[src/ttce_pkg.sv]
package ttce_pkg;

  localparam int CHAR_BITS      = 8;
  localparam int GLYPH_BITS     = 7;
  localparam int SCREEN_BITS    = 12;
  localparam int TAB_BITS       = 5;
  localparam int ATTR_BITS      = 2;
  localparam int CFG_INDEX_BITS = 3;
  localparam int CFG_DATA_BITS  = 12;
  localparam int REM_BITS       = TAB_BITS;
  localparam int RES_CNT_BITS   = 6;
  localparam int QUEUE_DEPTH    = 2;

  localparam logic [CHAR_BITS-1:0] CHAR_BS    = 8'd8;
  localparam logic [CHAR_BITS-1:0] CHAR_TAB   = 8'd9;
  localparam logic [CHAR_BITS-1:0] CHAR_LF    = 8'd10;
  localparam logic [CHAR_BITS-1:0] CHAR_CR    = 8'd13;
  localparam logic [CHAR_BITS-1:0] CHAR_SPACE = 8'd32;

  // most results one byte may cause, and the room a tab space needs
  localparam int MAX_RESULTS    = 48;
  localparam int SPACE_RESULTS  = 3;
  localparam int UNDERLINE_RISE = 2;

  localparam int ATTR_INVERSE   = 0;
  localparam int ATTR_UNDERLINE = 1;

  typedef enum logic [1:0] {
    CMD_DRAW   = 2'd0,
    CMD_SCROLL = 2'd1,
    CMD_UNDER  = 2'd2
  } cmd_e;

  typedef enum logic [2:0] {
    KIND_GLYPH = 3'd0,
    KIND_BS    = 3'd1,
    KIND_CR    = 3'd2,
    KIND_LF    = 3'd3,
    KIND_TAB   = 3'd4
  } kind_e;

  typedef enum logic [CFG_INDEX_BITS-1:0] {
    REG_GLYPH_WIDTH     = 3'd0,
    REG_GLYPH_HEIGHT    = 3'd1,
    REG_SCREEN_WIDTH    = 3'd2,
    REG_SCREEN_HEIGHT   = 3'd3,
    REG_TAB_STOP        = 3'd4,
    REG_FIRST_PRINTABLE = 3'd5,
    REG_LAST_PRINTABLE  = 3'd6,
    REG_TEXT_ATTRIBUTES = 3'd7
  } reg_idx_e;

  typedef struct packed {
    logic [GLYPH_BITS-1:0]  glyph_width;
    logic [GLYPH_BITS-1:0]  glyph_height;
    logic [SCREEN_BITS-1:0] screen_width;
    logic [SCREEN_BITS-1:0] screen_height;
    logic [TAB_BITS-1:0]    tab_stop;
    logic [CHAR_BITS-1:0]   first_printable;
    logic [CHAR_BITS-1:0]   last_printable;
    logic [ATTR_BITS-1:0]   text_attributes;
  } cfg_t;

  localparam cfg_t CFG_RESET = '{
    glyph_width:     7'd8,
    glyph_height:    7'd12,
    screen_width:    12'd640,
    screen_height:   12'd480,
    tab_stop:        5'd4,
    first_printable: 8'd32,
    last_printable:  8'd126,
    text_attributes: 2'd0
  };

  // one classified byte waiting for the back end
  typedef struct packed {
    kind_e                kind;
    logic [CHAR_BITS-1:0] code;
    logic                 wrap;
  } entry_t;

endpackage

[src/ttce_intf.sv]
interface ttce_char_if;
  logic       valid;
  logic       ready;
  logic [7:0] char_code;

  modport source (output valid, output char_code, input ready);
  modport sink (input valid, input char_code, output ready);
endinterface

interface ttce_cmd_if #(
  parameter int COORD_BITS = 12
);
  logic                  valid;
  logic                  ready;
  logic [1:0]            command;
  logic [COORD_BITS-1:0] pos_x;
  logic [COORD_BITS-1:0] pos_y;
  logic [7:0]            glyph;
  logic                  swap_colours;
  logic                  last;

  modport source (output valid, output command, output pos_x, output pos_y,
                  output glyph, output swap_colours, output last, input ready);
  modport sink (input valid, input command, input pos_x, input pos_y,
                input glyph, input swap_colours, input last, output ready);
endinterface

interface ttce_cfg_if;
  logic        valid;
  logic        ready;
  logic [2:0]  index;
  logic [11:0] data;

  modport source (output valid, output index, output data, input ready);
  modport sink (input valid, input index, input data, output ready);
endinterface

[src/ttce_front.sv]
module ttce_front (
  ttce_char_if.sink          char_i,
  input  ttce_pkg::cfg_t     cfg_i,
  input  logic               full_i,
  output logic               push_o,
  output ttce_pkg::entry_t   entry_o
);
  import ttce_pkg::*;

  logic [CHAR_BITS-1:0] code;

  assign code         = char_i.char_code;
  assign char_i.ready = !full_i;
  assign push_o       = char_i.valid && !full_i;

  // wrap test applies to anything the font holds, controls included
  assign entry_o.wrap = (code >= cfg_i.first_printable) && (code <= cfg_i.last_printable);
  assign entry_o.code = code;

  always_comb begin
    unique case (code)
      CHAR_BS:  entry_o.kind = KIND_BS;
      CHAR_CR:  entry_o.kind = KIND_CR;
      CHAR_LF:  entry_o.kind = KIND_LF;
      CHAR_TAB: entry_o.kind = KIND_TAB;
      default:  entry_o.kind = KIND_GLYPH;
    endcase
  end

endmodule

[src/ttce_queue.sv]
module ttce_queue (
  input  logic             clk_i,
  input  logic             rst_ni,
  input  logic             push_i,
  input  ttce_pkg::entry_t entry_i,
  output logic             full_o,
  input  logic             pop_i,
  output logic             valid_o,
  output ttce_pkg::entry_t entry_o
);
  import ttce_pkg::*;

  localparam int PtrBits = (QUEUE_DEPTH > 1) ? $clog2(QUEUE_DEPTH) : 1;
  localparam int CntBits = $clog2(QUEUE_DEPTH + 1);
  localparam logic [PtrBits-1:0] PtrLast = PtrBits'(QUEUE_DEPTH - 1);
  localparam logic [CntBits-1:0] CntFull = CntBits'(QUEUE_DEPTH);

  entry_t              slot_q [QUEUE_DEPTH];
  logic [PtrBits-1:0]  wr_ptr_q, wr_ptr_d;
  logic [PtrBits-1:0]  rd_ptr_q, rd_ptr_d;
  logic [CntBits-1:0]  count_q, count_d;
  logic                do_push, do_pop;

  assign full_o  = (count_q == CntFull);
  assign valid_o = (count_q != '0);
  assign entry_o = slot_q[rd_ptr_q];
  assign do_push = push_i && !full_o;
  assign do_pop  = pop_i && valid_o;

  always_comb begin
    wr_ptr_d = wr_ptr_q;
    rd_ptr_d = rd_ptr_q;
    count_d  = count_q;
    if (do_push) begin
      wr_ptr_d = (wr_ptr_q == PtrLast) ? '0 : wr_ptr_q + 1'b1;
    end
    if (do_pop) begin
      rd_ptr_d = (rd_ptr_q == PtrLast) ? '0 : rd_ptr_q + 1'b1;
    end
    if (do_push && !do_pop) begin
      count_d = count_q + 1'b1;
    end else if (do_pop && !do_push) begin
      count_d = count_q - 1'b1;
    end
  end

  always_ff @(posedge clk_i or negedge rst_ni) begin
    if (!rst_ni) begin
      wr_ptr_q <= '0;
      rd_ptr_q <= '0;
      count_q  <= '0;
    end else begin
      wr_ptr_q <= wr_ptr_d;
      rd_ptr_q <= rd_ptr_d;
      count_q  <= count_d;
    end
  end

  always_ff @(posedge clk_i) begin
    if (do_push) begin
      slot_q[wr_ptr_q] <= entry_i;
    end
  end

endmodule

[src/ttce_back.sv]
module ttce_back #(
  parameter int COORD_BITS = 12
) (
  input  logic             clk_i,
  input  logic             rst_ni,
  input  ttce_pkg::cfg_t   cfg_i,
  input  logic             q_valid_i,
  input  ttce_pkg::entry_t q_entry_i,
  output logic             q_pop_o,
  ttce_cmd_if.source       cmd_o
);
  import ttce_pkg::*;

  localparam int CB = COORD_BITS;
  localparam int AW = ((CB > SCREEN_BITS) ? CB : SCREEN_BITS) + 2;
  localparam int CW = (CB > 1) ? $clog2(CB) : 1;
  localparam logic [CB-1:0] CoordMax = '1;
  localparam logic [RES_CNT_BITS-1:0] RoomLimit = RES_CNT_BITS'(MAX_RESULTS - SPACE_RESULTS);

  localparam logic [2:0] ST_IDLE  = 3'd0;
  localparam logic [2:0] ST_WRAP  = 3'd1;
  localparam logic [2:0] ST_ACT   = 3'd2;
  localparam logic [2:0] ST_MODS  = 3'd3;
  localparam logic [2:0] ST_TWRAP = 3'd4;
  localparam logic [2:0] ST_DRAW  = 3'd5;
  localparam logic [2:0] ST_UNDER = 3'd6;
  localparam logic [2:0] ST_DONE  = 3'd7;

  function automatic logic [CB-1:0] sat_f(input logic [AW-1:0] v);
    logic [CB-1:0] r;
    r = (v > AW'(CoordMax)) ? CoordMax : v[CB-1:0];
    return r;
  endfunction

  logic [2:0]              state_q, state_d;
  logic [CB-1:0]           x_q, x_d, y_q, y_d, col_q, col_d;
  logic [CHAR_BITS-1:0]    code_q, code_d;
  kind_e                   kind_q, kind_d;
  logic                    wrap_q, wrap_d;
  logic [REM_BITS-1:0]     rem_q, rem_d;
  logic [CB-1:0]           div_q, div_d;
  logic [CW-1:0]           cnt_q, cnt_d;
  logic [RES_CNT_BITS-1:0] res_cnt_q, res_cnt_d;

  logic                    pend_v_q, pend_v_d;
  cmd_e                    pend_cmd_q;
  logic [CB-1:0]           pend_x_q, pend_y_q;
  logic [CHAR_BITS-1:0]    pend_glyph_q;
  logic                    pend_swap_q;

  logic                    out_v_q, out_v_d;
  cmd_e                    out_cmd_q;
  logic [CB-1:0]           out_x_q, out_y_q;
  logic [CHAR_BITS-1:0]    out_glyph_q;
  logic                    out_swap_q, out_last_q;

  logic                    emit, emit_go, flush, push_out, out_free, emit_ok;
  cmd_e                    em_cmd;
  logic [CB-1:0]           em_x, em_y;
  logic [CHAR_BITS-1:0]    em_glyph;
  logic                    em_swap;

  logic [AW-1:0]           x_a, y_a, gw_a, gh_a, sw_a, sh_a, ul_sum;
  logic                    x_over, lf_scroll, space_ok, wrap_hit, in_tab, ul_on;
  logic [CB-1:0]           y_inc, x_glyph, col_inc, x_bs, ul_y;
  logic [TAB_BITS-1:0]     tab_eff, rem_plus;
  logic [REM_BITS:0]       mod_part;
  logic [REM_BITS-1:0]     rem_adv, mod_next;

  // shared cursor arithmetic
  assign x_a  = AW'(x_q);
  assign y_a  = AW'(y_q);
  assign gw_a = AW'(cfg_i.glyph_width);
  assign gh_a = AW'(cfg_i.glyph_height);
  assign sw_a = AW'(cfg_i.screen_width);
  assign sh_a = AW'(cfg_i.screen_height);

  assign x_over    = (x_a + gw_a) > sw_a;
  assign lf_scroll = (y_a + (gh_a << 1)) > sh_a;
  assign y_inc     = sat_f(y_a + gh_a);
  assign x_glyph   = sat_f(x_a + gw_a);
  assign col_inc   = (col_q == CoordMax) ? col_q : col_q + 1'b1;
  assign x_bs      = (x_a >= gw_a) ? CB'(x_a - gw_a) : '0;
  assign ul_sum    = y_a + gh_a;
  assign ul_y      = sat_f((ul_sum >= AW'(UNDERLINE_RISE)) ? ul_sum - AW'(UNDERLINE_RISE) : '0);

  assign space_ok = (CHAR_SPACE >= cfg_i.first_printable) && (CHAR_SPACE <= cfg_i.last_printable);
  assign wrap_hit = x_over && ((state_q == ST_TWRAP) ? space_ok : wrap_q);
  assign in_tab   = (kind_q == KIND_TAB);
  assign ul_on    = cfg_i.text_attributes[ATTR_UNDERLINE];

  // column modulo tab stop, kept as a running remainder
  assign tab_eff  = (cfg_i.tab_stop == '0) ? TAB_BITS'(1) : cfg_i.tab_stop;
  assign rem_plus = TAB_BITS'(rem_q) + 1'b1;
  assign rem_adv  = (col_q == CoordMax) ? rem_q :
                    (rem_plus == tab_eff) ? '0 : rem_plus[REM_BITS-1:0];
  assign mod_part = {rem_q, div_q[CB-1]};
  assign mod_next = (mod_part >= (REM_BITS+1)'(tab_eff)) ?
                    REM_BITS'(mod_part - (REM_BITS+1)'(tab_eff)) : mod_part[REM_BITS-1:0];

  // result hand-off: pending word waits until the next one proves it is not last
  assign out_free = !out_v_q || cmd_o.ready;
  assign emit_ok  = !pend_v_q || out_free;

  always_comb begin
    state_d   = state_q;
    x_d       = x_q;
    y_d       = y_q;
    col_d     = col_q;
    code_d    = code_q;
    kind_d    = kind_q;
    wrap_d    = wrap_q;
    rem_d     = rem_q;
    div_d     = div_q;
    cnt_d     = cnt_q;
    res_cnt_d = res_cnt_q;
    q_pop_o   = 1'b0;
    emit      = 1'b0;
    flush     = 1'b0;
    em_cmd    = CMD_DRAW;
    em_x      = x_q;
    em_y      = y_q;
    em_glyph  = code_q;
    em_swap   = cfg_i.text_attributes[ATTR_INVERSE];

    unique case (state_q)
      ST_IDLE: begin
        if (q_valid_i) begin
          q_pop_o   = 1'b1;
          code_d    = q_entry_i.code;
          kind_d    = q_entry_i.kind;
          wrap_d    = q_entry_i.wrap;
          res_cnt_d = '0;
          state_d   = ST_WRAP;
        end
      end
      ST_WRAP, ST_TWRAP: begin
        if (state_q == ST_TWRAP && res_cnt_q > RoomLimit) begin
          state_d = ST_DONE;
        end else begin
          if (wrap_hit) begin
            x_d   = '0;
            col_d = '0;
            if (lf_scroll) begin
              emit     = 1'b1;
              em_cmd   = CMD_SCROLL;
              em_x     = '0;
              em_y     = '0;
              em_glyph = '0;
              em_swap  = 1'b0;
            end else begin
              y_d = y_inc;
            end
          end
          if (state_q == ST_TWRAP) begin
            if (wrap_hit) begin
              rem_d = '0;
            end
            state_d = ST_DRAW;
          end else begin
            unique case (kind_q)
              KIND_BS, KIND_CR, KIND_LF: state_d = ST_ACT;
              KIND_GLYPH: state_d = ST_DRAW;
              KIND_TAB: begin
                code_d  = CHAR_SPACE;
                div_d   = wrap_hit ? '0 : col_q;
                cnt_d   = CW'(CB - 1);
                rem_d   = '0;
                state_d = ST_MODS;
              end
              default: state_d = ST_DONE;
            endcase
          end
        end
      end
      ST_ACT: begin
        unique case (kind_q)
          KIND_BS: begin
            x_d   = x_bs;
            col_d = (col_q == '0) ? '0 : col_q - 1'b1;
          end
          KIND_CR: begin
            x_d   = '0;
            col_d = '0;
          end
          KIND_LF: begin
            if (lf_scroll) begin
              emit     = 1'b1;
              em_cmd   = CMD_SCROLL;
              em_x     = '0;
              em_y     = '0;
              em_glyph = '0;
              em_swap  = 1'b0;
            end else begin
              y_d = y_inc;
            end
          end
          default: ;
        endcase
        state_d = ST_DONE;
      end
      ST_MODS: begin
        rem_d = mod_next;
        div_d = div_q << 1;
        cnt_d = cnt_q - 1'b1;
        if (cnt_q == '0) begin
          state_d = ST_TWRAP;
        end
      end
      ST_DRAW: begin
        emit  = 1'b1;
        x_d   = x_glyph;
        col_d = col_inc;
        if (in_tab) begin
          rem_d = rem_adv;
        end
        if (ul_on) begin
          state_d = ST_UNDER;
        end else if (in_tab && rem_adv != '0) begin
          state_d = ST_TWRAP;
        end else begin
          state_d = ST_DONE;
        end
      end
      ST_UNDER: begin
        emit     = 1'b1;
        em_cmd   = CMD_UNDER;
        em_x     = pend_x_q;
        em_y     = ul_y;
        em_glyph = '0;
        state_d  = (in_tab && rem_q != '0) ? ST_TWRAP : ST_DONE;
      end
      ST_DONE: begin
        if (!pend_v_q) begin
          state_d = ST_IDLE;
        end else if (out_free) begin
          flush   = 1'b1;
          state_d = ST_IDLE;
        end
      end
      default: state_d = ST_IDLE;
    endcase

    // no room downstream: hold everything for this cycle
    if (emit && !emit_ok) begin
      state_d = state_q;
      x_d     = x_q;
      y_d     = y_q;
      col_d   = col_q;
      code_d  = code_q;
      rem_d   = rem_q;
    end else if (emit) begin
      res_cnt_d = res_cnt_q + 1'b1;
    end
  end

  assign emit_go  = emit && emit_ok;
  assign push_out = (emit_go && pend_v_q) || flush;

  always_comb begin
    pend_v_d = pend_v_q;
    if (emit_go) begin
      pend_v_d = 1'b1;
    end else if (flush) begin
      pend_v_d = 1'b0;
    end
    out_v_d = out_v_q && !cmd_o.ready;
    if (push_out) begin
      out_v_d = 1'b1;
    end
  end

  always_ff @(posedge clk_i or negedge rst_ni) begin
    if (!rst_ni) begin
      state_q   <= ST_IDLE;
      x_q       <= '0;
      y_q       <= '0;
      col_q     <= '0;
      kind_q    <= KIND_GLYPH;
      wrap_q    <= 1'b0;
      rem_q     <= '0;
      cnt_q     <= '0;
      res_cnt_q <= '0;
      pend_v_q  <= 1'b0;
      out_v_q   <= 1'b0;
    end else begin
      state_q   <= state_d;
      x_q       <= x_d;
      y_q       <= y_d;
      col_q     <= col_d;
      kind_q    <= kind_d;
      wrap_q    <= wrap_d;
      rem_q     <= rem_d;
      cnt_q     <= cnt_d;
      res_cnt_q <= res_cnt_d;
      pend_v_q  <= pend_v_d;
      out_v_q   <= out_v_d;
    end
  end

  always_ff @(posedge clk_i) begin
    code_q <= code_d;
    div_q  <= div_d;
    if (push_out) begin
      out_cmd_q   <= pend_cmd_q;
      out_x_q     <= pend_x_q;
      out_y_q     <= pend_y_q;
      out_glyph_q <= pend_glyph_q;
      out_swap_q  <= pend_swap_q;
      out_last_q  <= flush;
    end
    if (emit_go) begin
      pend_cmd_q   <= em_cmd;
      pend_x_q     <= em_x;
      pend_y_q     <= em_y;
      pend_glyph_q <= em_glyph;
      pend_swap_q  <= em_swap;
    end
  end

  assign cmd_o.valid        = out_v_q;
  assign cmd_o.command      = out_cmd_q;
  assign cmd_o.pos_x        = out_x_q;
  assign cmd_o.pos_y        = out_y_q;
  assign cmd_o.glyph        = out_glyph_q;
  assign cmd_o.swap_colours = out_swap_q;
  assign cmd_o.last         = out_last_q;

endmodule

[src/text_terminal_cursor_engine.sv]
// channel  | dir | handshake        | word
// ---------+-----+------------------+----------------------------------------------
// char_i   | in  | valid/ready      | char_code, one byte to print or control
// cmd_o    | out | valid/ready      | command, pos_x, pos_y, glyph, swap_colours,
//          |     |                  | last (set on the final word of a byte)
// cfg_i    | in  | valid/ready      | index, data; ready is always high
//
// a plain byte steps through wrap, draw, underline when on, and done in the back end;
// backspace, carriage return and line feed may give no word at all
// a tab first works out the column modulo tab stop, one bit a cycle, then draws
// spaces, each with its underline when on, until the stop or until it runs out of
// room for words
// reset clears the cursor, the column and the queue, and loads register defaults
// a stalled cmd_o holds the back end; the two-word queue keeps char_i open meanwhile
module text_terminal_cursor_engine #(
  parameter int COORD_BITS = 12
) (
  input  logic        clk_i,
  input  logic        rst_ni,
  ttce_char_if.sink   char_i,
  ttce_cmd_if.source  cmd_o,
  ttce_cfg_if.sink    cfg_i
);
  import ttce_pkg::*;

  cfg_t   cfg_q;
  logic   push, full, q_valid, q_pop;
  entry_t push_entry, q_entry;

  // register file; the user must write it only while the engine is idle, the block does not enforce it
  assign cfg_i.ready = 1'b1;

  always_ff @(posedge clk_i or negedge rst_ni) begin
    if (!rst_ni) begin
      cfg_q <= CFG_RESET;
    end else if (cfg_i.valid && cfg_i.ready) begin
      unique case (reg_idx_e'(cfg_i.index))
        REG_GLYPH_WIDTH:     cfg_q.glyph_width     <= cfg_i.data[GLYPH_BITS-1:0];
        REG_GLYPH_HEIGHT:    cfg_q.glyph_height    <= cfg_i.data[GLYPH_BITS-1:0];
        REG_SCREEN_WIDTH:    cfg_q.screen_width    <= cfg_i.data[SCREEN_BITS-1:0];
        REG_SCREEN_HEIGHT:   cfg_q.screen_height   <= cfg_i.data[SCREEN_BITS-1:0];
        REG_TAB_STOP:        cfg_q.tab_stop        <= cfg_i.data[TAB_BITS-1:0];
        REG_FIRST_PRINTABLE: cfg_q.first_printable <= cfg_i.data[CHAR_BITS-1:0];
        REG_LAST_PRINTABLE:  cfg_q.last_printable  <= cfg_i.data[CHAR_BITS-1:0];
        REG_TEXT_ATTRIBUTES: cfg_q.text_attributes <= cfg_i.data[ATTR_BITS-1:0];
        default: ;
      endcase
    end
  end

  // front end: classify the byte and flag whether it is subject to the wrap test
  ttce_front u_front (
    .char_i  (char_i),
    .cfg_i   (cfg_q),
    .full_i  (full),
    .push_o  (push),
    .entry_o (push_entry)
  );

  // short queue so the input side keeps taking bytes while results drain
  ttce_queue u_queue (
    .clk_i   (clk_i),
    .rst_ni  (rst_ni),
    .push_i  (push),
    .entry_i (push_entry),
    .full_o  (full),
    .pop_i   (q_pop),
    .valid_o (q_valid),
    .entry_o (q_entry)
  );

  // back end: cursor state, tab stepping and the result words
  ttce_back #(
    .COORD_BITS (COORD_BITS)
  ) u_back (
    .clk_i     (clk_i),
    .rst_ni    (rst_ni),
    .cfg_i     (cfg_q),
    .q_valid_i (q_valid),
    .q_entry_i (q_entry),
    .q_pop_o   (q_pop),
    .cmd_o     (cmd_o)
  );

endmodule

[src/flat_wrapper.sv]
// flat-port wrapper written by rule: the top's interface ports become plain ports
module text_terminal_cursor_engine_flat import ttce_pkg::*;
#(
  parameter int COORD_BITS = 12
)
  (clk_i, rst_ni, char_i_valid, char_i_char_code, char_i_ready, cmd_o_valid, cmd_o_command, cmd_o_pos_x, cmd_o_pos_y, cmd_o_glyph, cmd_o_swap_colours, cmd_o_last, cmd_o_ready, cfg_i_valid, cfg_i_index, cfg_i_data, cfg_i_ready);
  ttce_char_if char_i_i ();
  ttce_cmd_if #(.COORD_BITS(COORD_BITS)) cmd_o_i ();
  ttce_cfg_if cfg_i_i ();
  input  logic clk_i;
  input  logic rst_ni;
  input wire logic [$bits(char_i_i.valid)-1:0] char_i_valid;
  input wire logic [$bits(char_i_i.char_code)-1:0] char_i_char_code;
  output wire logic [$bits(char_i_i.ready)-1:0] char_i_ready;
  output wire logic [$bits(cmd_o_i.valid)-1:0] cmd_o_valid;
  output wire logic [$bits(cmd_o_i.command)-1:0] cmd_o_command;
  output wire logic [$bits(cmd_o_i.pos_x)-1:0] cmd_o_pos_x;
  output wire logic [$bits(cmd_o_i.pos_y)-1:0] cmd_o_pos_y;
  output wire logic [$bits(cmd_o_i.glyph)-1:0] cmd_o_glyph;
  output wire logic [$bits(cmd_o_i.swap_colours)-1:0] cmd_o_swap_colours;
  output wire logic [$bits(cmd_o_i.last)-1:0] cmd_o_last;
  input wire logic [$bits(cmd_o_i.ready)-1:0] cmd_o_ready;
  input wire logic [$bits(cfg_i_i.valid)-1:0] cfg_i_valid;
  input wire logic [$bits(cfg_i_i.index)-1:0] cfg_i_index;
  input wire logic [$bits(cfg_i_i.data)-1:0] cfg_i_data;
  output wire logic [$bits(cfg_i_i.ready)-1:0] cfg_i_ready;
  assign char_i_i.valid = char_i_valid;
  assign char_i_i.char_code = char_i_char_code;
  assign char_i_ready = char_i_i.ready;
  assign cmd_o_valid = cmd_o_i.valid;
  assign cmd_o_command = cmd_o_i.command;
  assign cmd_o_pos_x = cmd_o_i.pos_x;
  assign cmd_o_pos_y = cmd_o_i.pos_y;
  assign cmd_o_glyph = cmd_o_i.glyph;
  assign cmd_o_swap_colours = cmd_o_i.swap_colours;
  assign cmd_o_last = cmd_o_i.last;
  assign cmd_o_i.ready = cmd_o_ready;
  assign cfg_i_i.valid = cfg_i_valid;
  assign cfg_i_i.index = cfg_i_index;
  assign cfg_i_i.data = cfg_i_data;
  assign cfg_i_ready = cfg_i_i.ready;
  text_terminal_cursor_engine #(.COORD_BITS(COORD_BITS)) u_core (.clk_i(clk_i), .rst_ni(rst_ni), .char_i(char_i_i), .cmd_o(cmd_o_i), .cfg_i(cfg_i_i));
endmodule
[config.mk]
export PLATFORM = sky130hd
export DESIGN_NAME = text_terminal_cursor_engine_flat
export DESIGN_NICKNAME = d
export VERILOG_FILES = /design/src/ttce_pkg.sv /design/src/ttce_intf.sv /design/src/ttce_front.sv /design/src/ttce_queue.sv /design/src/ttce_back.sv /design/src/text_terminal_cursor_engine.sv /design/src/flat_wrapper.sv
export SDC_FILE = /design/constraint.sdc
export NUM_CORES = 1
export LEC_CHECK = 0
export BUFFER_PORTS_ARGS = -buffer_cell sky130_fd_sc_hd__buf_2
export CAP_MARGIN = 25
export CELL_PAD_IN_SITES_DETAIL_PLACEMENT = 1
export CELL_PAD_IN_SITES_GLOBAL_PLACEMENT = 2
export CORE_MARGIN = 10
export CORE_UTILIZATION = 35
export CTS_CLUSTER_DIAMETER = 30
export DETAILED_ROUTE_END_ITERATION = 6
export PLACE_DENSITY = 0.71
export SYNTH_ARGS = -nofsm -noshare
export SYNTH_HDL_FRONTEND = slang
export SYNTH_SLANG_ARGS = --single-unit
export TNS_END_PERCENT = 1
[constraint.sdc]
create_clock -name clk_i -period 6.35 [get_ports clk_i]
set_input_delay 0.3175 -clock clk_i [delete_from_list [all_inputs] [get_ports clk_i]]
set_output_delay 0.3175 -clock clk_i [all_outputs]
set_load 0.02 [all_outputs]
* Yosys cells after proc, flatten, opt, wreduce, memory -nomap -nowiden
Memory sizes are Yosys's and may differ from the RTL's. Index checks and enable logic that the tools add are counted. W data, S select, Z words.
Word-level totals: register bits 216, memory bits (writable) 24, bits of input ports 28, output and inout port bits 39, memories 1
Cells by class: $add $sub $neg 15, magnitude comparators 13, eq/ne operators 38, mux-type cells 104, bitwise logic cells 2, reductions and logical operators 61
Memories:
- u_core.u_queue.slot_q | words 2, width 12, rd ports 1, clocked after memory_dff 0, wr ports 1, line ttce_queue.sv:18 | entry_t slot_q [QUEUE_DEPTH];
Operators by type and width (number):
- $mux W12 | 25
- $pmux W12 S3 | 4
- $pmux W12 S2 | 4
- $mux W8 | 8
- $mux W5 | 9
- $gt A14 B12 Y1 const B | 3
- $eq A8 B4 Y1 const B | 4
- $eq A3 B3 Y1 const B | 9
- $add A12 B7 Y13 | 2
- $mux W1 | 24
- $mux W6 | 4
- $pmux W8 S3 | 1
- $pmux W3 S7 | 1
- $reduce_and A2 Y1 | 10
- $eq A3 B2 Y1 const B | 6
- $mux W3 | 6
- $ne A2 B2 Y1 const B | 8
- $pmux W8 S2 | 1
- $logic_and A1 B1 Y1 | 15
- $pmux W5 S3 | 1
- $reduce_and A5 Y1 | 3
- $gt A14 B12 Y1 | 1
- $mux W14 | 1
- $sub A13 B2 Y14 const B | 1
- other kinds (49) | 82

* Longest topological paths before layout
Gate-level depths: netlist of the first run.
word-level depth 11, mapped depth 22, mapped depth without buffers 20

* Modules after synthesis
From an unflattened synthesis of the first run, not the netlist that was laid out.
Unflattened totals: cells, all modules 1353, area total of the unflattened synthesis 14246.2 um^2
Modules (own cells, without submodules):
- ttce_back | instances 1, cells each 1082, area an instance 10258.6 um^2
- text_terminal_cursor_engine | instances 1, cells each 139, area an instance 2404.8 um^2
- ttce_queue | instances 1, cells each 56, area an instance 1069.8 um^2
- ttce_front | instances 1, cells each 76, area an instance 513.0 um^2

* Least setup slack after synthesis of the first run
No wires, ideal clock.
kind flip-flop to flip-flop, start register u_core.cfg_q[57] in the netlist's numbering, end register u_core.u_back.out_cmd_q[0], in the netlist u_core.u_back.cmd_o.command[0], enable pin, arrival time 6.227 ns, slack -0.359 ns, stages on the path, launching flop included 18, cells stage by stage dfstp_2 -> inv_1 -> ha_1 -> nor3_1 -> a22oi_1 -> nand2_1 -> o211ai_1 -> nor2_1 -> xor2_1 -> ha_1 -> nand4_1 -> or2_2 -> a211oi_1 -> nor3_1 -> a21oi_4 -> o2111ai_1 -> o21ai_0 -> nor3b_1
On the way: word-level cells in the longest chain between the ends 9
Ends and longest elaborated chain:
- start, declared | line text_terminal_cursor_engine.sv:26 | cfg_t cfg_q;
- $add A12 B7 Y13 | line ttce_back.sv:78 | assign x_over = (x_a + gw_a) > sw_a;
- $gt A14 B12 Y1 | line ttce_back.sv:78
- $logic_and A1 B1 Y1 | line ttce_back.sv:88 | assign wrap_hit = x_over && ((state_q == ST_TWRAP) ? space_ok : wrap_q);
- $mux W1 | line ttce_back.sv:141 | if (wrap_hit) begin
- $mux W1 | line ttce_back.sv:138 | if (state_q == ST_TWRAP && res_cnt_q > RoomLimit) begin
- $pmux W1 S3 | line ttce_back.sv:126 | unique case (state_q)
- $logic_and A1 B1 Y1 | line ttce_back.sv:257 | assign emit_go = emit && emit_ok;
- $logic_and A1 B1 Y1 | line ttce_back.sv:258 | assign push_out = (emit_go && pend_v_q) || flush;
- $logic_or A1 B1 Y1 | line ttce_back.sv:258
- named net u_core.u_back.push_out | line ttce_back.sv:57 | logic emit, emit_go, flush, push_out, out_free, emit_ok;
- end signal, assigned | line ttce_back.sv:305 | out_cmd_q <= pend_cmd_q;
- end, declared | line ttce_back.sv:52 | cmd_e out_cmd_q;
The timed path passes the listed nets, and every way through them passes these cells. A chain may end at the register's enable or synchronous reset.

* Worst setup path after layout of the first run
start register u_core.u_back.x_q[0], end register u_core.u_back.col_q[7]
On the way: word-level cells in the longest chain between the ends 9, elaborated cells on any way between the ends 12, classes of those cells 1 x add/sub; 1 x order compare; 6 x mux; 1 x bitwise; 3 x reduce/logical
Ends and longest elaborated chain:
- start, declared | line ttce_back.sv:36 | logic [CB-1:0] x_q, x_d, y_q, y_d, col_q, col_d;
- start signal, assigned | line ttce_back.sv:276 | x_q <= '0;
- start signal, assigned | line ttce_back.sv:288 | x_q <= x_d;
- $add A12 B7 Y13 (*) | line ttce_back.sv:78
- $gt A14 B12 Y1 (*) | line ttce_back.sv:78
- $logic_and A1 B1 Y1 (*) | line ttce_back.sv:88
- $mux W1 | line ttce_back.sv:141
- $mux W1 | line ttce_back.sv:138
- $pmux W1 S3 | line ttce_back.sv:126
- $logic_and A1 B1 Y1 | line ttce_back.sv:245 | if (emit && !emit_ok) begin
- $not A1 Y1 (no line)
- $reduce_and A5 Y1 (no line)
- end signal, assigned | line ttce_back.sv:290 | col_q <= col_d;
- end, declared | line ttce_back.sv:36
Mark *: on every way between the ends. The rest lies on a longest branch, timed or not. The select of a mux whose other input is x is not followed.

==> results of run 1 <==
sequential cells by signal, indices dropped and copies added (netlist names), 12 cells and up:
name / flops
u_core.u_back.pend_x_q: 12
u_core.u_queue.slot_q: 24
u_core.u_back.cmd_o.pos_y: 12
u_core.u_back.div_q: 12
u_core.cfg_q: 61
u_core.u_back.pend_y_q: 12
u_core.u_back.x_q: 12
u_core.u_back.cmd_o.pos_x: 12
u_core.u_back.col_q: 12
u_core.u_back.y_q: 12
routing by layer:
layer | GRT usage [%] | vias up | wire [µm]
met2 | 27.2 | 186 | 18800
met4 | 5.98 | 0 | 1010
met3 | 3.41 | 71 | 1410
met5 | 0 | - | 0
li1 | - | 5082 | -
met1 | 22.3 | 5317 | 18800
through the flow:
stage / power (mW) / cells / hold WS (ns)
2_1_floorplan: 5.51 / 1332 / 0.0219
3_3_place_gp: 6.56 / 1873 / 0.401
3_5_place_dp: 6.64 / 1874 / 0.406
4_1_cts: 10.1 / 2010 / 0.000283
5_1_grt: 10.8 / 2011 / 0.0103
6_report: 10.0 / 2011 / 0.0251
placed cells by master, fill, tap and decap left out, types with 23 or more instances in the layout:
master / instances
mux2_2: 54
nor2b_1: 27
ha_1: 85
edfxtp_1: 115
nor3_1: 25
nor2_1: 96
nand2_1: 102
o21ai_0: 93
buf_2: 64
nand3_1: 23
a21oi_1: 62
dfrtp_1: 108
clkbuf_16: 72
inv_1: 94
xnor2_1: 29
how the worst max path moves through the flow:
stage | start | endpoint | slack (ns) | depth (start not counted)
6_report | u_core.u_back.x_q[0] | u_core.u_back.col_q[7] | 1.12 | 18
2_1_floorplan | u_core.cfg_q[57] | u_core.u_back.cmd_o.command[0] | 0.93 | 17
5_1_grt | u_core.u_back.y_q[1] | u_core.u_back.cmd_o.pos_x[7] | 0.74 | 21
3_5_place_dp | u_core.cfg_q[57] | u_core.u_back.col_q[7] | 1.22 | 17
4_1_cts | u_core.cfg_q[57] | u_core.u_back.col_q[7] | 1.19 | 17
3_3_place_gp | u_core.u_back.x_q[0] | u_core.u_back.col_q[7] | 1.45 | 18
kinds of logic after synthesis:
| logic type | synth area share (%) |
|---|---|
| DFF | 47.4 |
| muxes | 5.52 |
| buffers and inverters | 4.56 |
| adders and majority gates | 8.36 |
| xor gates and xnor gates | 3.26 |
| AOI/OAI and AO/OA | 16.8 |
| other | 0.0269 |
| and+or+nand+nor | 14.0 |
timing repair:
item,4_1_cts,5_1_grt
setup buffers,0,0
hold endpoints to repair,76,0
hold buffers,6,0
gates resized for setup,0,0
layout make-up:
cell class	instances	share of cell area, %
clock inverter	35	2.18
timing repair buffer	87	3.11
tap	525	3.82
clock buffer	95	11.4
multi-input combinational	934	39.0
sequential	240	38.4
inverter	95	2.07
power groups by stage:
stage	Sequential (mW)	Clock [mW]	Combinational (mW)
after floorplan	2.63	0	2.88
after global placement	2.80	0	3.75
after detailed placement	2.82	0	3.83
after CTS	2.80	3.48	3.87
after global routing	2.87	3.57	4.32
final	2.79	3.41	3.85
==> metrics.md, run 1 <==
| Metric | Value |
|---|---|
| Clock slew at reported path FFs | 0.04 ns |
| Vias in the first global route | 11300 |
| Nets | 1546 |
| DP Wirelength | around 28 mm |
| Pwr Density | 585 nW/µm² |
| Most common cell in the netlist | edfxtp_1 |
| Sequential area share after synthesis | 47.4% |
| Min Tclk post-route | 5.23 ns |
| Worst path max stage delay | slightly below 0.8 ns |
| Drt via density | about 5.3 |
| Final hold vios | 0 |
| Design area | 17200 µm² |
| Antenna Cells | 0 |
| Die Y | 219 µm |
| Combinational Power Share | a little under two fifths |
| Crit-path cells | ha_1, inv_1, fa_1, o21bai_1, a22oi_1, nand2_1, o211ai_1, nor2_1, xor2_1, ha_1, nand4_1, or2_2, nor2_1, nor4_1, o31ai_2, a31oi_2, o31ai_4, a221o_1 |
| Clk_skew | about 0.018 ns |
| CTS sink cnt | 240 |
| TritonCTS clock tree | yes |
| Highest achievable clock rate | 191 MHz |
| CTS root buf | clkbuf_16 |
| Clk network pwr share | 33.9% |
| Place WS | 1.22 ns |
| Max FO, Critical Path | 14 |
| Worst-Margin Slew | 1.06 ns |
| Routed Antenna Nets | 0 |
| Rows | 73 |
| First-pass GRT wire length | 64.4 mm |
| Sequential power share | approximately 28% |
| IO Port Bufs | 65 |
| Cell leakage power | 7.20 nW |
| Outcome | finished, final reports clean |
| Mean post-synth cell area | 10.5 µm² |
| Reg2reg path depth | 18 |
| Post-synth EDFFs | 115 |
| Hold Path Class | in2reg |
| Switching Fraction | 38.5% |
| Most used DFF post-synth | edfxtp_1 |
| H-tree Lvls | 3 |
| Post-synth ARST share | 52.1% |
| Unrepaired setup endpoints after global routing | false |
| Largest net degree at the start of global routing | 73 |
| Clock latency at the later pin of the worst-skew pair | 0.58 ns |
| Drt wl/cell | 19.9 µm |
| Crit end category | flop |
| Share of the synthesized area in the top cell type | between 20% and 30% |
| Crit path DAT | 5.68 ns |
| Setup_tns | 0 ns |
| Worst hold stages | 1 |
| Placeable Area | 39500 µm² |
| Final setup vio count | 0 |
| Final Max Tran Viols | 0 |
| Pint | 6.18 mW |
| Final core utilization | 43.5% |
| DR pass1 iterations | 5 |
| Critical R2R Launch | u_core.u_back.x_q[0] |
| R2R Setup Slk | 1.12 ns |
| Mapped Cells | 1332 |
| Area contributors post-synth | edfxtp_1, dfrtp_1, ha_1, mux2_2, o21ai_0 |
| Drt drc | 0 |
| TritonCTS Buffers | 70 |
| Peak supply drop | roughly 240 µV |
| Starting DRC count in detailed routing | between 600 and 700 |
| Multi-input gate area | 6700 µm² |
| Die area | 48200 µm² |
| Fillers | ~4300 |
| Post-synth top cells | edfxtp_1, dfrtp_1, nand2_1, nor2_1, inv_1 |
| Synth warn | 0 |
| Yosys cell types | 94 |
| Register area | 6600 µm² |
| Psw | 3.87 mW |
| Starting density of the core | 35.2% |
| Synth Register Bits | 240 |
| Worst-path cell with the longest stage delay | a31oi_2 |
| Io pins | 67 |
| Area post-placement | between 10000 and 15000 µm² |
| HP Start | char_i_char_code[3] |
| Max-Cap Viols | 0 |
| GRT Residual Overflow | 0 |
| Synth area leader | edfxtp_1 |
| Crit path kind | reg2reg |
| Total number of vias | around 11000 |
| Worst slew margin | 29.4% |
| Crit-path leading delay family | compound AO/OA/AOI/OAI gates |
| Worst path bufs/invs | 1 |
| Mapped Nets | 1450 |
| Final worst slack | between 1 and 1.5 ns |
| Area grow syn2layout | 23.4% |
| Max clock buf depth | 3 |
| Synth Cell Area | 13900 µm² |
| Startpoint Class | flop |
| Initial antenna violation count | 0 |
| Crit share post-route | 82.4% |
| Layout cells sized above 1 | 19.6% |
| Worst Hold End | u_core.u_queue.slot_q[1][4] |
| Global placement routability congestion | slightly above 0.8 |
| WL final | 40.0 mm |
| Worst EP required | 6.80 ns |
| Global Route Usage Sum | 16.9% |
| Reg-to-Reg End | u_core.u_back.col_q[7] |
| Chip width | 219 µm |
Note: power is estimated with default switching activity, not from simulation.
==> inputs of run 2 (changes only) <==
- PLACE_DENSITY: 0.71 -> 0.68
- clock period: 6.35 -> 4.9 ns (I/O delays scaled with it)
==> run 2 against run 1 <==
Global-route usage increased by 0.38 points. Cell count increased by 1.1%. Fmax increased by 14%. Die area is the same. Register-to-register slack worse by 0.80 ns. Critical endpoint is now u_core.u_back.x_q[10]. Largest cell class unchanged. Highest routed layer unchanged.
==> metrics.md, run 2 (synthesized netlist as in run 1, its figures left out) <==
| Metric | Value |
|---|---|
| Largest net degree at the start of global routing | 84 |
| Reg with most FFs | u_core.cfg_q |
| Peak supply drop | 306 µV |
| Startpoint Class | flop |
| Io pins | 67 |
| Global placement routability congestion | 0.823 |
| Reg-to-Reg End | u_core.u_back.x_q[10] |
| Total number of vias | 10800 |
| DR pass1 iterations | 4 |
| Worst path bufs/invs | 1 |
| Crit share post-route | 93.5% |
| Critical R2R Launch | u_core.u_back.y_q[1] |
| Global Route Usage Sum | roughly 17% |
| Worst slew margin | around two fifths |
| Pint | 8.28 mW |
| Vias in the first global route | 11500 |
| Antenna Cells | 0 |
| First-pass GRT wire length | 65.2 mm |
| Psw | 5.10 mW |
| Highest achievable clock rate | between 200 and 250 MHz |
| Die area | ~48000 µm² |
| Chip width | about 220 µm |
| Largest registers | u_core.cfg_q (61), u_core.u_queue.slot_q (24) |
| HP Start | cfg_i_data[6] |
| Met2 WL | 19.5 mm |
| Final hold vios | 0 |
| CP Depth | 19 |
| Sequential power share | 26.7% |
| Reg2reg path depth | 19 |
| Switching Fraction | 38.1% |
| Max-Cap Viols | 0 |
| WL final | about 41 mm |
| DR WL met3 | 1.53 mm |
| Layout cells sized above 1 | 21.5% |
| CTS sink cnt | 240 |
| Clk network pwr share | approximately a third |
| Crit-path cells | ha_1, inv_1, fa_1, nor2b_1, o21ai_0, a21boi_1, o21a_1, o21ai_0, nand2b_1, nand2_1, xnor2_1, ha_1, nand3_1, nor4_1, a211oi_2, o21ai_0, o21ai_0, or3_1, a32o_1 |
| Worst hold slack | 0.0654 ns |
| Uppermost layer routed | met4 |
| Outcome | finished, final reports clean |
| Crit end category | flop |
| Drt via density | 5.30 |
| Die Y | 219 µm |
| Max reg flops | 61 |
| Starting DRC count in detailed routing | 547 |
| Clock slew at reported path FFs | 0.04 ns |
| Worst EP required | 5.35 ns |
| Fillers | 4328 |
| Most common cell after layout, fill and taps aside | edfxtp_1 |
| Pwr Density | 762 nW/µm² |
| Worst-path cell with the longest stage delay | dfrtp_1 |
| Min Tclk post-route | 4.58 ns |
| Initial antenna violation count | 3 |
| R2R Setup Slk | roughly 0.32 ns |
| Worst Hold End | u_core.cfg_q[41] |
| Final Max Tran Viols | 0 |
| Routed Antenna Nets | 0 |
| Drt wl/cell | a little over 20 µm |
| Worst path max stage delay | 0.45 ns |
| Starting density of the core | 35.2% |
| Area grow syn2layout | 26.1% |
| CTS root buf | clkbuf_16 |
| Crit path kind | reg2reg |
| Worst hold stages | 3 |
| Routed length on met1 | 19.2 mm |
| Setup_tns | 0 ns |
| Cell leakage power | 7.40 nW |
| GRT Residual Overflow | 0 |
| Combinational Power Share | ~39% |
| DP Wirelength | just under 30 mm |
| H-tree Lvls | 3 |
| Drt drc | 0 |
| Hold Path Class | in2reg |
| Max FO, Critical Path | 5 |
| Crit path DAT | 5.03 ns |
| Final setup vio count | 0 |
| Most frequent cell on the critical path | o21ai_0 |
| Crit-path leading delay family | compound AO/OA/AOI/OAI gates |
| Max clock buf depth | 3 |
| Placeable Area | roughly 40000 µm² |
| TritonCTS clock tree | yes |
| Clock latency at the later pin of the worst-skew pair | 0.58 ns |
| Clk_skew | 0.0216 ns |
| Worst-Margin Slew | 0.922 ns |
| Nets | 1571 |
| Rows | 73 |
| TritonCTS Buffers | 69 |
| Unrepaired setup endpoints after global routing | false |
| Commonest non-fill, non-tap cells in the layout | edfxtp_1, dfrtp_1, nand2_1 |
| IO Port Bufs | 65 |
## run 2: cell types whose count changed in the layout (fill, tap and decap cells not counted), sizes merged, moves of 5 or more
cell / delta
clkinv: +5
dlygate4sd3: +9
inv: +6
clkbuf: -15
bufinv: +5
buf: +17
## run 2: cell type report
class / instances / area, µm² / area share [%]
timing repair buffer: 113 / 778 / 4.43
sequential: 240 / 6600 / 37.6
multi-input combinational: 934 / 6720 / 38.3
tap: 525 / 657 / 3.74
clock buffer: 80 / 1820 / 10.4
inverter: 95 / 357 / 2.03
clock inverter: 47 / 622 / 3.54
## run 2: how the worst max path moves through the flow
stage / from / to / slack [ns]
detailed placement: u_core.u_back.y_q[1] / u_core.u_back.state_q[1] / 0.14
global route: u_core.u_back.y_q[1] / u_core.u_back.cmd_o.pos_x[2] / 0.01
CTS: u_core.u_back.y_q[1] / u_core.u_back.cmd_o.pos_x[2] / 0.09
floorplan: u_core.u_back.x_q[0] / u_core.u_back.cmd_o.command[0] / 0.07
global placement: u_core.u_back.y_q[1] / u_core.u_back.cmd_o.pos_x[3] / 0.34
finish: u_core.u_back.y_q[1] / u_core.u_back.x_q[10] / 0.32
## run 2: stage by stage
stage / area, µm² / total power [mW] / utilization, % / setup slack [ns] / instances
after floorplan: 13900 / 7.15 / - / 0.0656 / 1332
after global placement: 14900 / 8.62 / 37.7 / 0.341 / 1888
after detailed placement: 14900 / 8.74 / 37.7 / 0.139 / 1888
after CTS: 17500 / 13.5 / 44.2 / 0.0946 / 2030
after global routing: 17600 / 14.3 / 44.4 / 0.0119 / 2034
final: 17600 / 13.4 / 44.4 / 0.320 / 2034
## run 2: worst register-to-register path, cell delays in order (launching register included)
cell and delay, ns:
dfrtp_1 0.45, ha_1 0.22, inv_1 0.06, fa_1 0.39
nor2b_1 0.12, o21ai_0 0.11, a21boi_1 0.26, o21a_1 0.17
o21ai_0 0.09, nand2b_1 0.11, nand2_1 0.08, xnor2_1 0.17
ha_1 0.28, nand3_1 0.08, nor4_1 0.39, a211oi_2 0.10
o21ai_0 0.40, o21ai_0 0.31, or3_1 0.44, a32o_1 0.20
## run 2: repair_timing
action / 4_1_cts / 5_1_grt
endpoints found under the setup margin: 0 / 68
gates resized for setup: 0 / 6
hold endpoints to repair: 106 / 0
setup buffers: 0 / 1
hold buffers: 15 / 0
## run 2: power groups by stage
stage / Combinational (mW) / Clock (mW) / Sequential, mW
floorplan: 3.75 / 0 / 3.41
detailed placement: 5.13 / 0 / 3.61
CTS: 5.19 / 4.73 / 3.59
global route: 5.81 / 4.86 / 3.68
global placement: 5.03 / 0 / 3.59
finish: 5.18 / 4.63 / 3.58
## run 2: metal layers
metal / track usage, % / vias up
li1: - / 5155
met1: 22.7 / 5374
met2: 27.9 / 184
met3: 3.65 / 66
met4: 5.58 / 0
met5: 0 / -
==> inputs of run 3 (changes only) <==
- CORE_UTILIZATION: 35 -> 25
- PLACE_DENSITY: 0.68 -> 0.51
- SLEW_MARGIN: default -> 10
==> run 3 against run 2 <==
Clock power up 9.1%. Combinational power up 2%. Critical path depth down 1. Critical path type unchanged. Fmax down 0.46%. Clock skew up 0.0074 ns. Sequential power up 1%. First-iteration DRC count down 13%. Cell count up 12%. Flip-flop and latch count unchanged. Via count down 0.40%.
==> metrics.md, run 3 (synthesized netlist as in run 1, its figures left out) <==
| Metric | Value |
|---|---|
| Worst slew margin | a little under two fifths |
| DR pass1 iterations | 4 |
| Critical R2R Launch | u_core.u_back.x_q[1] |
| Hold Path Class | in2reg |
| Worst-Margin Slew | around 0.92 ns |
| Global placement routability congestion | 0.767 |
| Final hold vios | 0 |
| Peak supply drop | 273 µV |
| Drt drc | 0 |
| Crit path DAT | around 5.1 ns |
| Final worst slack | 0.299 ns |
| CTS sink cnt | 240 |
| Total number of vias | 10700 |
| Placed cells | around 2100 |
| Placeable Area | 55100 µm² |
| Max clock buf depth | 3 |
| Max reg flops | 61 |
| Crit path kind | reg2reg |
| Rows | 86 |
| Cell leakage power | 7.57 nW |
| Most common cell after layout, fill and taps aside | edfxtp_1 |
| Fillers | 6119 |
| Worst EP required | 5.35 ns |
| Final std cells w/o fill | 2277 |
| Global Route Usage Sum | 13.5% |
| Die Y | 256 µm |
| Drt via density | approximately 4.7 |
| Outcome | finished, final reports clean |
| HP Start | cfg_i_data[6] |
| Worst Hold End | u_core.cfg_q[41] |
| Clock slew at reported path FFs | 0.04 ns |
| IO Port Bufs | 65 |
| Vias in the first global route | 11500 |
| TritonCTS Buffers | 75 |
| Commonest non-fill, non-tap cells in the layout | edfxtp_1, dfrtp_1, nand2_1 |
| Max-Cap Viols | 0 |
| DP Wirelength | 32.0 mm |
| Clk_skew | 0.0291 ns |
| Layout cells sized above 1 | 22.6% |
| R2R Setup Slk | roughly 0.30 ns |
| Io pins | 67 |
| Clock latency at the later pin of the worst-skew pair | a little under 0.6 ns |
| Min Tclk post-route | between 4 and 5 ns |
| Total power | about 14 mW |
| Worst hold stages | 3 |
| Drt wl/cell | 19.8 µm |
| Place WS | between 0.2 and 0.25 ns |
| WL final | 45.1 mm |
| CTS root buf | clkbuf_16 |
| H-tree Lvls | 3 |
| Highest achievable clock rate | 217 MHz |
| Reg2reg path depth | 18 |
| Area grow syn2layout | 30.7% |
| Nets | 1583 |
| TritonCTS clock tree | yes |
| Routed Antenna Nets | 0 |
| GRT Residual Overflow | 0 |
| Reg with most FFs | u_core.cfg_q |
| Largest registers | u_core.cfg_q (61), u_core.u_queue.slot_q (24) |
| Crit share post-route | 93.9% |
| Crit end category | flop |
| Die area | about 66000 µm² |
| Max FO, Critical Path | 11 |
| Largest net degree at the start of global routing | 52 |
| Final Max Tran Viols | 0 |
| Chip width | 256 µm |
| Final setup vio count | 0 |
| Initial antenna violation count | 1 |
| First-pass GRT wire length | 69.4 mm |
| Starting DRC count in detailed routing | between 400 and 500 |
| Reg-to-Reg End | u_core.u_back.x_q[5] |
| Starting density of the core | 25.3% |
| Startpoint Class | flop |
| Pwr Density | between 700 and 800 nW/µm² |
-- run 3: critical path: stages (launching register included) --
cell	delay (ns)
dfrtp_1	0.44
ha_1	0.35
nand2b_1	0.15
a21oi_1	0.20
o21ai_1	0.12
a31oi_2	0.25
and3_4	0.25
and3_1	0.23
xor2_1	0.10
ha_1	0.32
nand4_1	0.09
or2_2	0.33
o41ai_2	0.48
a21oi_4	0.10
buf_4	0.17
nand2b_1	0.23
nand2_1	0.16
buf_12	0.16
mux2_2	0.34
-- run 3: stage by stage --
step	utilization, %	TNS [ns]	hold slack, ns	cell area [µm²]
after global placement	27.6	0	0.208	15200
after detailed placement	27.6	0	0.208	15200
final	33.0	0	0.0383	18200
after CTS	32.8	0	0.00651	18100
after floorplan	-	0	-0.0506	13900
after global routing	33.0	-0.0912	0.0382	18200
-- run 3: routing by layer --
metal | up-vias | share of wire [%] | global-route usage (%)
met2 | 158 | 47 | 21.9
met1 | 5341 | 48 | 17.6
li1 | 5169 | - | -
met5 | - | 0 | 0
met4 | 0 | 2.3 | 4.31
met3 | 68 | 3.1 | 2.88
-- run 3: cell type report --
type	count	area [µm²]	area share [%]
Antenna cell	1	2.50	0.0138
Sequential cell	240	6600	36.3
Tap cell	748	936	5.14
Timing Repair Buffer	119	850	4.67
Inverter	95	357	1.96
Clock buffer	100	2160	11.9
Clock inverter	40	538	2.96
Multi-Input combinational cell	934	6740	37.1
-- run 3: how the worst max path moves through the flow --
stage | end | cells after the start | startpoint | slack (ns)
2_1_floorplan | u_core.u_back.cmd_o.command[0] | 18 | u_core.u_back.x_q[0] | 0.07
3_3_place_gp | u_core.u_back.cmd_o.swap_colours | 21 | u_core.u_back.y_q[1] | 0.32
3_5_place_dp | u_core.u_back.cmd_o.pos_x[10] | 20 | u_core.u_back.y_q[1] | 0.22
4_1_cts | u_core.u_back.cmd_o.pos_x[3] | 20 | u_core.u_back.y_q[1] | 0.20
5_1_grt | u_core.u_back.cmd_o.glyph[5] | 21 | u_core.u_back.y_q[1] | -0.01
6_report | u_core.u_back.x_q[5] | 18 | u_core.u_back.x_q[1] | 0.30
-- run 3: power breakdown --
part           total, mW  internal [mW]  leakage (nW)  switching [mW]
clock network       5.05           3.58          1.32            1.48
registers           3.62           2.98          2.58           0.637
logic               5.30           2.14          3.67            3.16
total               14.0           8.70          7.57            5.28
-- run 3: what timing repair did --
item / 4_1_cts / 5_1_grt
buffers inserted: 0 / 5
resized for setup: 0 / 10
hold buffers: 15 / 0
setup endpoints to repair: 0 / 123
endpoints found under the hold margin: 65 / 0
